<file path="config.mk">
export PLATFORM = sky130hd
export DESIGN_NAME = websocket_frame_receiver
export DESIGN_NICKNAME = d
export VERILOG_FILES = /design/src/sv/wsfr_pkg.sv /design/src/sv/wsfr_parser.sv /design/src/sv/wsfr_evq.sv /design/src/sv/websocket_frame_receiver.sv
export VERILOG_INCLUDE_DIRS = /design/src /design/src/sv
export SDC_FILE = /design/constraint.sdc
export NUM_CORES = 1
export LEC_CHECK = 0
export ABC_AREA = 1
export BUFFER_PORTS_ARGS = -buffer_cell sky130_fd_sc_hd__buf_4
export CORE_MARGIN = 2
export CORE_UTILIZATION = 35
export CTS_CLUSTER_SIZE = 40
export DETAILED_ROUTE_END_ITERATION = 10
export SLEW_MARGIN = 25
export SYNTH_ARGS = -nofsm -noshare
export SYNTH_HDL_FRONTEND = slang
export SYNTH_HIERARCHICAL = 1
export SYNTH_SLANG_ARGS = --single-unit
export TNS_END_PERCENT = 100
</file>
<file path="constraint.sdc">
create_clock -name i_clk -period 7.8 [get_ports i_clk]
set_input_delay 1.56 -clock i_clk [delete_from_list [all_inputs] [get_ports i_clk]]
set_output_delay 1.56 -clock i_clk [all_outputs]
set_load 0.03 [all_outputs]
</file>
<file path="src/sv/websocket_frame_receiver_defines.svh">
// Assertion macros for the WebSocket frame receiver.
`ifndef WEBSOCKET_FRAME_RECEIVER_DEFINES_SVH
`define WEBSOCKET_FRAME_RECEIVER_DEFINES_SVH

`ifndef ASSERT_OFF
// cons must hold in the same cycle as ante
`define ASSERT_IMPL(lbl, clk, rst_n, ante, cons) \
    lbl: assert property (@(posedge clk) disable iff (!(rst_n)) (ante) |-> (cons)) \
        else $error("assertion failed");
// cons must hold in the cycle after ante
`define ASSERT_NEXT(lbl, clk, rst_n, ante, cons) \
    lbl: assert property (@(posedge clk) disable iff (!(rst_n)) (ante) |=> (cons)) \
        else $error("assertion failed");
`else
`define ASSERT_IMPL(lbl, clk, rst_n, ante, cons)
`define ASSERT_NEXT(lbl, clk, rst_n, ante, cons)
`endif

`endif

</file>
<file path="src/sv/wsfr_pkg.sv">
// Shared types and constants of the WebSocket frame receiver.
`timescale 1ns / 1ps

package wsfr_pkg;

    localparam logic [31:0] MAX_SIZE_RESET = 32'd33554432;
    localparam int          QUEUE_DEPTH    = 4;

    // event kinds
    localparam logic [2:0] EV_BYTE      = 3'd0;
    localparam logic [2:0] EV_EMPTY_END = 3'd1;
    localparam logic [2:0] EV_PONG      = 3'd2;
    localparam logic [2:0] EV_CLOSED    = 3'd3;
    localparam logic [2:0] EV_TOO_LARGE = 3'd4;

    // opcodes
    localparam logic [3:0] OP_CONT   = 4'h0;
    localparam logic [3:0] OP_TEXT   = 4'h1;
    localparam logic [3:0] OP_BINARY = 4'h2;
    localparam logic [3:0] OP_CLOSE  = 4'h8;
    localparam logic [3:0] OP_PING   = 4'h9;

    // 7-bit length codes that announce an extended length
    localparam logic [6:0] LEN16_CODE = 7'd126;
    localparam logic [6:0] LEN64_CODE = 7'd127;

    typedef struct packed {
        logic [2:0] event_kind;
        logic [7:0] payload_byte;
        logic [3:0] message_type;
        logic       message_last;
    } t_event;

    typedef struct packed {
        logic evt_valid;
        logic dead;
    } t_front_status;

endpackage

</file>
<file path="src/sv/wsfr_parser.sv">
// Front end: header/length/key parsing, unmasking and event generation.
`timescale 1ns / 1ps

module wsfr_parser import wsfr_pkg::*; (
    input  logic          i_clk,
    input  logic          i_rst_n,
    input  logic          i_accept,
    input  logic [7:0]    i_rx_byte,
    input  logic [31:0]   i_max_size,
    output t_event        o_evt,
    output t_front_status o_status
);

    localparam logic [2:0] PH_HDR1    = 3'd0;
    localparam logic [2:0] PH_HDR2    = 3'd1;
    localparam logic [2:0] PH_EXTLEN  = 3'd2;
    localparam logic [2:0] PH_KEY     = 3'd3;
    localparam logic [2:0] PH_PAYLOAD = 3'd4;
    localparam logic [2:0] PH_DEAD    = 3'd5;

    logic [2:0]  r_phase,  n_phase;
    logic        r_final,  n_final;
    logic [3:0]  r_opcode, n_opcode;
    logic        r_masked, n_masked;
    logic [3:0]  r_lbl,    n_lbl;
    logic [63:0] r_fr,     n_fr;
    logic [31:0] r_key,    n_key;
    logic [1:0]  r_kidx,   n_kidx;
    logic [31:0] r_ml,     n_ml;
    logic [3:0]  r_mop,    n_mop;

    logic        evt_valid;
    t_event      evt;
    logic [6:0]  len_code;
    logic        is_ext;
    logic [63:0] ext_fr;
    logic [63:0] fr_done;
    logic [63:0] bp_fr;
    logic [63:0] fr_dec;
    logic [3:0]  lbl_dec;
    logic        is_data;
    logic        masked_now;
    logic [32:0] sum;
    logic        too_big;
    logic        do_check;
    logic        do_after;
    logic        do_begin;
    logic [7:0]  key_byte;
    logic        last;

    always_comb begin
        len_code   = i_rx_byte[6:0];
        is_ext     = (len_code == LEN16_CODE) || (len_code == LEN64_CODE);
        ext_fr     = {r_fr[55:0], i_rx_byte};
        fr_done    = (r_phase == PH_HDR2) ? {57'd0, len_code} : ext_fr;
        bp_fr      = (r_phase == PH_KEY) ? r_fr : fr_done;
        fr_dec     = r_fr - 64'd1;
        lbl_dec    = r_lbl - 4'd1;
        is_data    = (r_opcode <= OP_BINARY);
        masked_now = (r_phase == PH_HDR2) ? i_rx_byte[7] : r_masked;
        // limit fits 32 bits, so any high length bit fails the check
        sum        = {1'b0, r_ml} + {1'b0, fr_done[31:0]};
        too_big    = (fr_done[63:32] != 32'd0) || (sum >= {1'b0, i_max_size});
        last       = (fr_dec == 64'd0);
        case (r_kidx)
            2'd0:    key_byte = r_key[31:24];
            2'd1:    key_byte = r_key[23:16];
            2'd2:    key_byte = r_key[15:8];
            default: key_byte = r_key[7:0];
        endcase
    end

    always_comb begin
        n_phase   = r_phase;
        n_final   = r_final;
        n_opcode  = r_opcode;
        n_masked  = r_masked;
        n_lbl     = r_lbl;
        n_fr      = r_fr;
        n_key     = r_key;
        n_kidx    = r_kidx;
        n_ml      = r_ml;
        n_mop     = r_mop;
        evt_valid = 1'b0;
        evt       = '0;
        do_check  = 1'b0;
        do_after  = 1'b0;
        do_begin  = 1'b0;

        if (i_accept) begin
            unique case (r_phase)
                PH_HDR1: begin
                    n_final  = i_rx_byte[7];
                    n_opcode = i_rx_byte[3:0];
                    if ((i_rx_byte[3:0] == OP_TEXT || i_rx_byte[3:0] == OP_BINARY)
                        && r_mop == OP_CONT) begin
                        n_mop = i_rx_byte[3:0];
                    end
                    n_kidx  = 2'd0;
                    n_phase = PH_HDR2;
                end
                PH_HDR2: begin
                    n_masked = i_rx_byte[7];
                    n_fr     = 64'd0;
                    if (r_opcode == OP_CLOSE) begin
                        n_phase          = PH_DEAD;
                        evt_valid        = 1'b1;
                        evt.event_kind   = EV_CLOSED;
                    end else begin
                        if (is_ext) begin
                            n_lbl   = (len_code == LEN16_CODE) ? 4'd2 : 4'd8;
                            n_phase = PH_EXTLEN;
                        end else begin
                            n_fr = fr_done;
                        end
                        if (r_opcode == OP_PING) begin
                            // rest of the ping frame is skipped
                            do_after       = !is_ext;
                            evt_valid      = 1'b1;
                            evt.event_kind = EV_PONG;
                        end else begin
                            do_check = !is_ext;
                        end
                    end
                end
                PH_EXTLEN: begin
                    n_fr     = ext_fr;
                    n_lbl    = lbl_dec;
                    do_check = (lbl_dec == 4'd0);
                end
                PH_KEY: begin
                    n_key    = {r_key[23:0], i_rx_byte};
                    n_lbl    = lbl_dec;
                    do_begin = (lbl_dec == 4'd0);
                end
                PH_PAYLOAD: begin
                    n_kidx = r_kidx + 2'd1;
                    n_fr   = fr_dec;
                    if (last) begin
                        n_phase = PH_HDR1;
                    end
                    if (is_data) begin
                        evt_valid         = 1'b1;
                        evt.event_kind    = EV_BYTE;
                        evt.payload_byte  = r_masked ? (i_rx_byte ^ key_byte) : i_rx_byte;
                        evt.message_type  = r_mop;
                        evt.message_last  = last && r_final;
                        if (last && r_final) begin
                            n_ml  = 32'd0;
                            n_mop = OP_CONT;
                        end
                    end
                end
                default: begin
                    // dead: drop everything until reset
                end
            endcase

            if (do_check) begin
                if (is_data && too_big) begin
                    n_phase        = PH_DEAD;
                    evt_valid      = 1'b1;
                    evt.event_kind = EV_TOO_LARGE;
                end else begin
                    if (is_data) begin
                        n_ml = sum[31:0];
                    end
                    do_after = 1'b1;
                end
            end

            if (do_after) begin
                if (masked_now) begin
                    n_phase = PH_KEY;
                    n_lbl   = 4'd4;
                    n_key   = 32'd0;
                end else begin
                    do_begin = 1'b1;
                end
            end

            if (do_begin) begin
                if (bp_fr != 64'd0) begin
                    n_phase = PH_PAYLOAD;
                end else begin
                    n_phase = PH_HDR1;
                    if (is_data && r_final) begin
                        evt_valid        = 1'b1;
                        evt.event_kind   = EV_EMPTY_END;
                        evt.message_type = r_mop;
                        evt.message_last = 1'b1;
                        n_ml             = 32'd0;
                        n_mop            = OP_CONT;
                    end
                end
            end
        end
    end

    always_ff @(posedge i_clk) begin
        if (!i_rst_n) begin
            r_phase  <= PH_HDR1;
            r_final  <= 1'b0;
            r_opcode <= OP_CONT;
            r_masked <= 1'b0;
            r_lbl    <= 4'd0;
            r_fr     <= 64'd0;
            r_key    <= 32'd0;
            r_kidx   <= 2'd0;
            r_ml     <= 32'd0;
            r_mop    <= OP_CONT;
        end else begin
            r_phase  <= n_phase;
            r_final  <= n_final;
            r_opcode <= n_opcode;
            r_masked <= n_masked;
            r_lbl    <= n_lbl;
            r_fr     <= n_fr;
            r_key    <= n_key;
            r_kidx   <= n_kidx;
            r_ml     <= n_ml;
            r_mop    <= n_mop;
        end
    end

    assign o_evt              = evt;
    assign o_status.evt_valid = evt_valid;
    assign o_status.dead      = (r_phase >= PH_DEAD);

endmodule

</file>
<file path="src/sv/wsfr_evq.sv">
// Back end: event queue between the parser and the result port.
`timescale 1ns / 1ps

module wsfr_evq import wsfr_pkg::*; #(
    parameter int DEPTH = QUEUE_DEPTH
) (
    input  logic   i_clk,
    input  logic   i_rst_n,
    input  logic   i_wr_en,
    input  t_event i_wr_data,
    input  logic   i_rd_en,
    output t_event o_rd_data,
    output logic   o_full,
    output logic   o_empty
);

    localparam int AW = (DEPTH > 1) ? $clog2(DEPTH) : 1;
    localparam int CW = $clog2(DEPTH + 1);
    localparam logic [AW-1:0] LAST_IDX = AW'(DEPTH - 1);
    localparam logic [CW-1:0] FULL_CNT = CW'(DEPTH);

    t_event        r_mem [DEPTH];
    logic [AW-1:0] r_wr_ptr, n_wr_ptr;
    logic [AW-1:0] r_rd_ptr, n_rd_ptr;
    logic [CW-1:0] r_count,  n_count;
    logic          do_wr;
    logic          do_rd;

    always_comb begin
        do_wr    = i_wr_en && !o_full;
        do_rd    = i_rd_en && !o_empty;
        n_wr_ptr = r_wr_ptr;
        n_rd_ptr = r_rd_ptr;
        n_count  = r_count;
        if (do_wr) begin
            n_wr_ptr = (r_wr_ptr == LAST_IDX) ? '0 : r_wr_ptr + AW'(1);
        end
        if (do_rd) begin
            n_rd_ptr = (r_rd_ptr == LAST_IDX) ? '0 : r_rd_ptr + AW'(1);
        end
        case ({do_wr, do_rd})
            2'b10:   n_count = r_count + CW'(1);
            2'b01:   n_count = r_count - CW'(1);
            default: n_count = r_count;
        endcase
    end

    always_ff @(posedge i_clk) begin
        if (do_wr) begin
            r_mem[r_wr_ptr] <= i_wr_data;
        end
    end

    always_ff @(posedge i_clk) begin
        if (!i_rst_n) begin
            r_wr_ptr <= '0;
            r_rd_ptr <= '0;
            r_count  <= '0;
        end else begin
            r_wr_ptr <= n_wr_ptr;
            r_rd_ptr <= n_rd_ptr;
            r_count  <= n_count;
        end
    end

    assign o_rd_data = r_mem[r_rd_ptr];
    assign o_full    = (r_count == FULL_CNT);
    assign o_empty   = (r_count == '0);

endmodule

</file>
<file path="src/sv/websocket_frame_receiver.sv">
// Top level of the WebSocket frame receiver: config register, parser and event queue.
`timescale 1ns / 1ps
// WebSocket frame receiver.
// Input side is a queue write port: a received byte is taken on a clock edge
// with push high and full low. One byte per cycle is taken without gaps while full stays low.
// Result side is a queue read port: while empty is low the oldest event sits
// on o_event_kind/o_payload_byte/o_message_type/o_message_last; pop with
// empty low takes that beat.
// Each byte gives zero or one event; an event is visible in the cycle after its
// byte was taken. The parser handles each byte combinationally,
// so throughput is one byte per cycle as long as results are drained.
// Between parser and output sits a QDEPTH-entry event queue; if the receiver
// stops popping, full rises once the queue holds QDEPTH events and the byte
// stream stalls until a beat is popped. No event is dropped.
// Config: i_cfg_data is the maximum message size, written when i_cfg_valid is
// high (o_cfg_ready is always high); write it only while the block is idle.
// Synchronous reset clears the parser to expect a first header byte, empties
// the queue and restores the size limit to 32 MiB. After a close frame or an
// oversized message all further bytes are dropped until reset.

`include "websocket_frame_receiver_defines.svh"

module websocket_frame_receiver import wsfr_pkg::*; #(
    parameter int QDEPTH = QUEUE_DEPTH
) (
    input  logic        i_clk,
    input  logic        i_rst_n,
    input  logic        push,
    output logic        full,
    input  logic [7:0]  i_rx_byte,
    output logic        empty,
    input  logic        pop,
    output logic [2:0]  o_event_kind,
    output logic [7:0]  o_payload_byte,
    output logic [3:0]  o_message_type,
    output logic        o_message_last,
    input  logic        i_cfg_valid,
    output logic        o_cfg_ready,
    input  logic [31:0] i_cfg_data
);

    logic [31:0]   r_max_size;
    logic          w_accept;
    t_event        w_evt;
    t_event        w_out;
    t_front_status w_fstat;
    logic          w_last_kind_ok;

    always_ff @(posedge i_clk) begin
        if (!i_rst_n) begin
            r_max_size <= MAX_SIZE_RESET;
        end else if (i_cfg_valid && o_cfg_ready) begin
            r_max_size <= i_cfg_data;
        end
    end

    assign o_cfg_ready = 1'b1;
    assign w_accept    = push && !full;

    wsfr_parser u_parser (
        .i_clk      (i_clk),
        .i_rst_n    (i_rst_n),
        .i_accept   (w_accept),
        .i_rx_byte  (i_rx_byte),
        .i_max_size (r_max_size),
        .o_evt      (w_evt),
        .o_status   (w_fstat)
    );

    wsfr_evq #(
        .DEPTH (QDEPTH)
    ) u_evq (
        .i_clk     (i_clk),
        .i_rst_n   (i_rst_n),
        .i_wr_en   (w_fstat.evt_valid),
        .i_wr_data (w_evt),
        .i_rd_en   (pop),
        .o_rd_data (w_out),
        .o_full    (full),
        .o_empty   (empty)
    );

    assign o_event_kind   = w_out.event_kind;
    assign o_payload_byte = w_out.payload_byte;
    assign o_message_type = w_out.message_type;
    assign o_message_last = w_out.message_last;

    // only payload bytes and empty message ends may close a message
    assign w_last_kind_ok = !w_evt.message_last || (w_evt.event_kind == EV_BYTE) ||
                            (w_evt.event_kind == EV_EMPTY_END);

    `ASSERT_NEXT(a_dead_sticky, i_clk, i_rst_n, w_fstat.dead, w_fstat.dead)
    `ASSERT_IMPL(a_dead_silent, i_clk, i_rst_n, w_fstat.dead, !w_fstat.evt_valid)
    `ASSERT_NEXT(a_evt_lands, i_clk, i_rst_n, w_fstat.evt_valid, !empty)
    `ASSERT_IMPL(a_last_kind, i_clk, i_rst_n, w_fstat.evt_valid, w_last_kind_ok)

endmodule

</file>
Word-level counts from Yosys, hierarchy flattened --
Memories as Yosys holds them, arrays and structs flattened. A register that Yosys moved wholly into a read port is not among the register bits. Cells that the tools add are included. Widths: inputs -> output; s select.
Cells by class: divide/modulo/power cells 0, mux-type cells 89, eq/ne operators 17, shift operators 0, reductions and logical operators 28, magnitude comparators 2, add/subtract/negate cells 8, multiply operators 0, bitwise operators 1
Operator list (number):
- $mux 32 | 12
- $mux 64 | 4
- $pmux 64 s3 | 1
- $logic_not 64->1 | 1
- $reduce_bool 64->1 | 1
- $sub 64x1->64 const B | 1
- $mux 3 | 15
- $mux 4 | 11
- $add 32x32->33 | 1
- $ge 33x32->1 | 1
- $reduce_bool 32->1 | 1
- $mux 13 | 2
- $mux 1 | 25
- $pmux 8 s3 | 1
- $mux 16 | 1
- $pmux 4 s2 | 2
- $mux 5 | 3
- $eq 7x7->1 const B | 2
- $pmux 3 s2 | 2
- $mux 2 | 5
- $pmux 3 s3 | 1
- $eq 2x2->1 const B | 4
- $eq 4x4->1 const B | 2
- $logic_not 4->1 | 2
- 24 further kinds | 44
Word-level totals: memory bits (read-only) 0, memories 1, RAM bits 64, latch bits 0, input bits 45, register bits after elaboration 186, word-level logic and storage cells 160
Memories:
- u_evq.r_mem | depth 4, width 16, read ports 1, clocked after Yosys merged registers in 1, write ports 1, line wsfr_evq.sv:22 | t_event r_mem [DEPTH];

Logic depth before layout (Yosys ltp) --
word-level depth 16, depth in mapped cells 48

Cells and area by module --
Netlist, hierarchy kept.
Modules (own cells, without submodules):
- wsfr_parser | cells each 2131, area an instance 12888.6 um^2, instances 1
- wsfr_evq | cells each 224, area an instance 2854.0 um^2, instances 1
- websocket_frame_receiver | cells each 205, area an instance 1351.3 um^2, instances 1

Worst setup path after synthesis --
No wires, ideal clock.
path kind input to register, start input i_rx_byte[0], end register u_evq.r_count[2], arrival time 6.133 ns, data required time 7.690 ns, stages 39, slack 1.557 ns, library setup time 0.110 ns, cells stage by stage ha_1 -> fa_1 -> nand3_1 -> nand2_1 -> a21oi_1 -> o21ai_0 -> a21oi_1 -> o21ai_0 -> nand2_1 -> nand2_1 -> nand2_1 -> nand2_1 -> ha_1 -> a21oi_1 -> o21ai_0 -> nor2_1 -> nand2_1 -> nand2_1 -> [3 not listed] -> nand2_1 -> nand2_1 -> nand3_2 -> nand3_1 -> nand2_2 -> a31oi_1 -> nand2_1 -> buf_4 -> nand2_2 -> ha_1 -> inv_1 -> fa_1 -> inv_1 -> nand2_1 -> nand3_1 -> nand2_1 -> inv_1 -> nor2_1
On the way: longest elaborated chain between the ends 16
RTL lines:
- from (decl) | line websocket_frame_receiver.sv:30 | input logic [7:0] i_rx_byte,
- parallel branches: the longest is 11 deep, another holds $add 32x32->33
- $mux 1 * | line wsfr_parser.sv:182 | if (do_begin) begin
- $mux 1 * | line wsfr_parser.sv:90 | if (i_accept) begin
- via u_parser.evt_valid | line wsfr_parser.sv:32 | logic evt_valid;
- $logic_and 1x1->1 * | line wsfr_evq.sv:30 | do_wr = i_wr_en && !o_full;
- $eq 2x1->1 / $eq 2x2->1 (equally long branches) | line wsfr_evq.sv:41 | case ({do_wr, do_rd})
- $pmux 3 s2 / $reduce_bool 2->1 (equally long branches)
- to (signal assigned) | line wsfr_evq.sv:62 | r_count <= n_count;
- to (decl) | line wsfr_evq.sv:25 | logic [CW-1:0] r_count, n_count;
Mark *: on every way through the listed nets, which the timed path passes. The select of a mux whose other input is x is not followed. A chain may end at the register's enable or synchronous reset.

==> summary.txt <==
Status
  – Status: completed

Yosys
  – Ys Warns: 6
  – Synth area leaders: dfxtp_1 22%, nand2_1 14%, edfxtp_1 11%
  – Most used DFF post-synth: dfxtp_1
  – Flops & latches, synth: 252
  – Share of the synthesized area in the top cell type: 0.220
  – Sequential-to-total area share from yosys stat: 0.333
  – Synth top cells by count: 621 x nand2_1, 364 x nor2_1, 302 x inv_1
  – Dominant cell type by area after synthesis: dfxtp_1
  – Post-Syn Instances: around 2600
  – Syn nets: around 2700
  – Yosys cell types: 53
  – Cell Area, Synth: 17100 um^2
  – Number of synthesized flops with an enable pin: 64
  – Share of synthesized registers carrying an async set or reset: 0
  – Syn avg cell area: roughly 6.7 um^2
  – Top-count cell post-synth: nand2_1

Flow run
  – MaxCap Viol Count: 0

Clocking
  – CTS Buf Count: 29
  – H-tree lvl count: 1
  – Post-CTS Repair Setup Buffers: 0
  – Hold_buf cts: 0
  – CTS tree: built
  – Max Buffers Root-to-Sink: 3
  – Worst-path clk slew: 0.07 ns
  – Clk Latency, worst-skew pair: roughly 0.58 ns
  – Root Buffer Master: clkbuf_16
  – Num Clock Sinks: 252
  – Cts repair resizes: 0

Critical path
  – R2R cell count: 41
  – Crit path max-delay cell type: o21ai_0
  – Max FO, Critical Path: 23
  – Crit Path Class: reg2reg
  – Crit path launch type: flip-flop
  – Data required, critical path: ~8.3 ns
  – FF-to-FF setup slack: 0.93 ns
  – Crit end category: flip-flop
  – CP peak stage delay: about 0.45 ns
  – WP data arrival: 7.38 ns
  – Worst R2R End: u_evq/r_count[2]
  – RR Startpoint: u_parser/r_phase[2]
  – CP dominant cell by count: nand2_1

Timing
  – Final Max Tran Viols: 0
  – Endpoints failing setup: 0
  – Slew HR: 0.427
  – Min cycle time layout: 6.87 ns
  – RSZ-0062 raised after global routing: no
  – Worst-Margin Slew: 0.858 ns
  – Fmax: around 150 MHz
  – Final Hold Vio Count: 0
  – Final setup TNS: 0 ns
  – Clock Skews: 0.0260 ns
  – Final worst-path cycle share: 0.880

Die
  – Row cnt: 80
  – Die Span Y: 225 um
  – Io pins: 64
  – Die area: just over 50000 um^2
  – Starting Density: 0.357
  – Core area: 47900 um^2
  – DIE WIDTH: approximately 220 um

Detailed routing
  – DR pass1 iterations: 6
  – Drt via density: 5.32
  – ANT nets after route: 0
  – Overall routed net length: 53000 um
  – Initial drt markers: 1593
  – DR WL/cell: 16.6 um
  – Residual DRC: 0
  – Vias post-DR: 17000

Cells and area
  – Nets: 2685
  – Layout fillers: 5004
  – Final std cells w/o fill: 3198
  – Area growth syn-to-layout: 11.1%
  – Layout cells sized above 1: 0.0763
  – Number of diodes: 0

GRT
  – Tot GR Track Use: 0.207
  – Total grt overflow: 0
  – First-pass GRT wire length: 85100 um
  – M1 GR Usage: 0.284
  – M3 GR Usage: 0.0155
  – GRT busiest layer: met2
  – Initial antenna violation count: 0
  – Vias in the first global route: 16100
  – Maximum number of pins on one net before global-route repair: roughly 110
  – Met2 Usage GRT: 0.348

Place
  – DPL Wire Length: about 38000 um
  – # port buffers: 62
  – Placed Cells: 3144
  – Gpl congestion: 0.917

Min path
  – HP Start: u_parser/r_mop[2]
  – Hold Path End: u_parser/r_mop[2]
  – Worst Hold Class: reg2reg
  – Hold path depth: 2

Power
  – Peak supply drop: around 0.0002 V
  – PD cells: 424 nW/um^2
  – Leak: 8.64 nW
==> flip-flops by register name, summed over array words and instances, names as in the netlist, named ones only <==
name and count:
u_evq/r_mem 64, u_parser/r_fr 64, r_max_size 32, u_parser/r_key 32, u_parser/r_ml 32, u_parser/r_lbl 4, u_parser/r_mop 4, u_parser/r_opcode 4
u_evq/r_count 3, u_parser/r_phase 3, u_evq/r_rd_ptr 2, u_evq/r_wr_ptr 2, u_parser/r_kidx 2, u_parser/r_final 1, u_parser/r_masked 1
==> worst max-delay path, delay by kind of cell, from the launching register on <==
kind	cells	cell delay (ns)
and+or+nand+nor	25	2.78
DFF	1	0.38
AOI/OAI and AO/OA	6	1.63
adders and majority gates	4	1.25
buffers and inverters	6	0.72
==> worst max path at each step <==
stage | start | endpoint | slack [ns] | cells after the start
after floorplan | i_rx_byte[0] | u_evq/r_count[2] | 1.56 | 39
after global placement | i_rx_byte[0] | u_evq/r_count[2] | 0.81 | 39
after detailed placement | i_rx_byte[0] | u_evq/r_count[2] | 0.73 | 38
after CTS | u_parser/r_phase[0] | u_evq/r_count[2] | 1.02 | 43
after global routing | u_parser/r_phase[0] | u_evq/r_count[2] | 0.16 | 43
final | u_parser/r_phase[2] | u_evq/r_count[2] | 0.93 | 41
==> final cells by class <==
type / count / area (um^2) / share of cell area
timing repair buffer: 79 / 601 / 0.0316
clock buffer: 38 / 803 / 0.0423
clock inverter: 16 / 223 / 0.0117
multi-input combinational: 1882 / 9720 / 0.512
inverter: 316 / 1190 / 0.0625
sequential: 252 / 5690 / 0.299
tap: 615 / 769 / 0.0405
==> report_power, final <==
part | internal [mW] | total [mW] | switching (mW)
Combinational | 1.37 | 4.68 | 3.31
Clock | 0.891 | 1.47 | 0.582
Sequential | 1.59 | 1.90 | 0.310
==> per-stage QoR <==
step                area [um^2]  hold slack (ns)  power (mW)  worst slack (ns)  utilization
finish                    19000            0.435        8.05             0.933        0.396
CTS                       19000            0.436        8.03              1.02        0.396
global placement          17900            0.429        6.48             0.812        0.374
floorplan                 17100            0.415        5.15              1.56            -
detailed placement        17900            0.428        6.52             0.725        0.374
global route              19000            0.466        8.72             0.157        0.396
==> kinds of logic (layout without fill, tap and decap cells) <==
kind of cell,count (synthesis),after routing,synth area share
AOI/OAI and AO/OA,516,516,0.181
xor gates and xnor gates,48,48,0.0246
adders and majority gates,80,80,0.0594
buffers and inverters,426,449,0.102
DFF,252,252,0.333
other,1,1,0.000219
and+or+nand+nor,1237,1237,0.301
==> layer usage <==
| layer | up-vias | part of all wire |
|---|---|---|
| met4 | 0 | 0.026 |
| met2 | 509 | 0.46 |
| li1 | 8478 | - |
| met1 | 7945 | 0.46 |
| met5 | - | 0 |
| met3 | 86 | 0.052 |
==> cells in the final DEF, fill, tap and decap left out, drive strengths merged, types with 53 or more instances in the layout <==
master,instances
buf,79
nand2,627
inv,313
a221oi,53
ha,78
nand3,164
a21oi,226
o21ai,122
dfxtp,188
edfxtp,64
nor2,396
No activity file was read; power rests on OpenSTA's default activity.
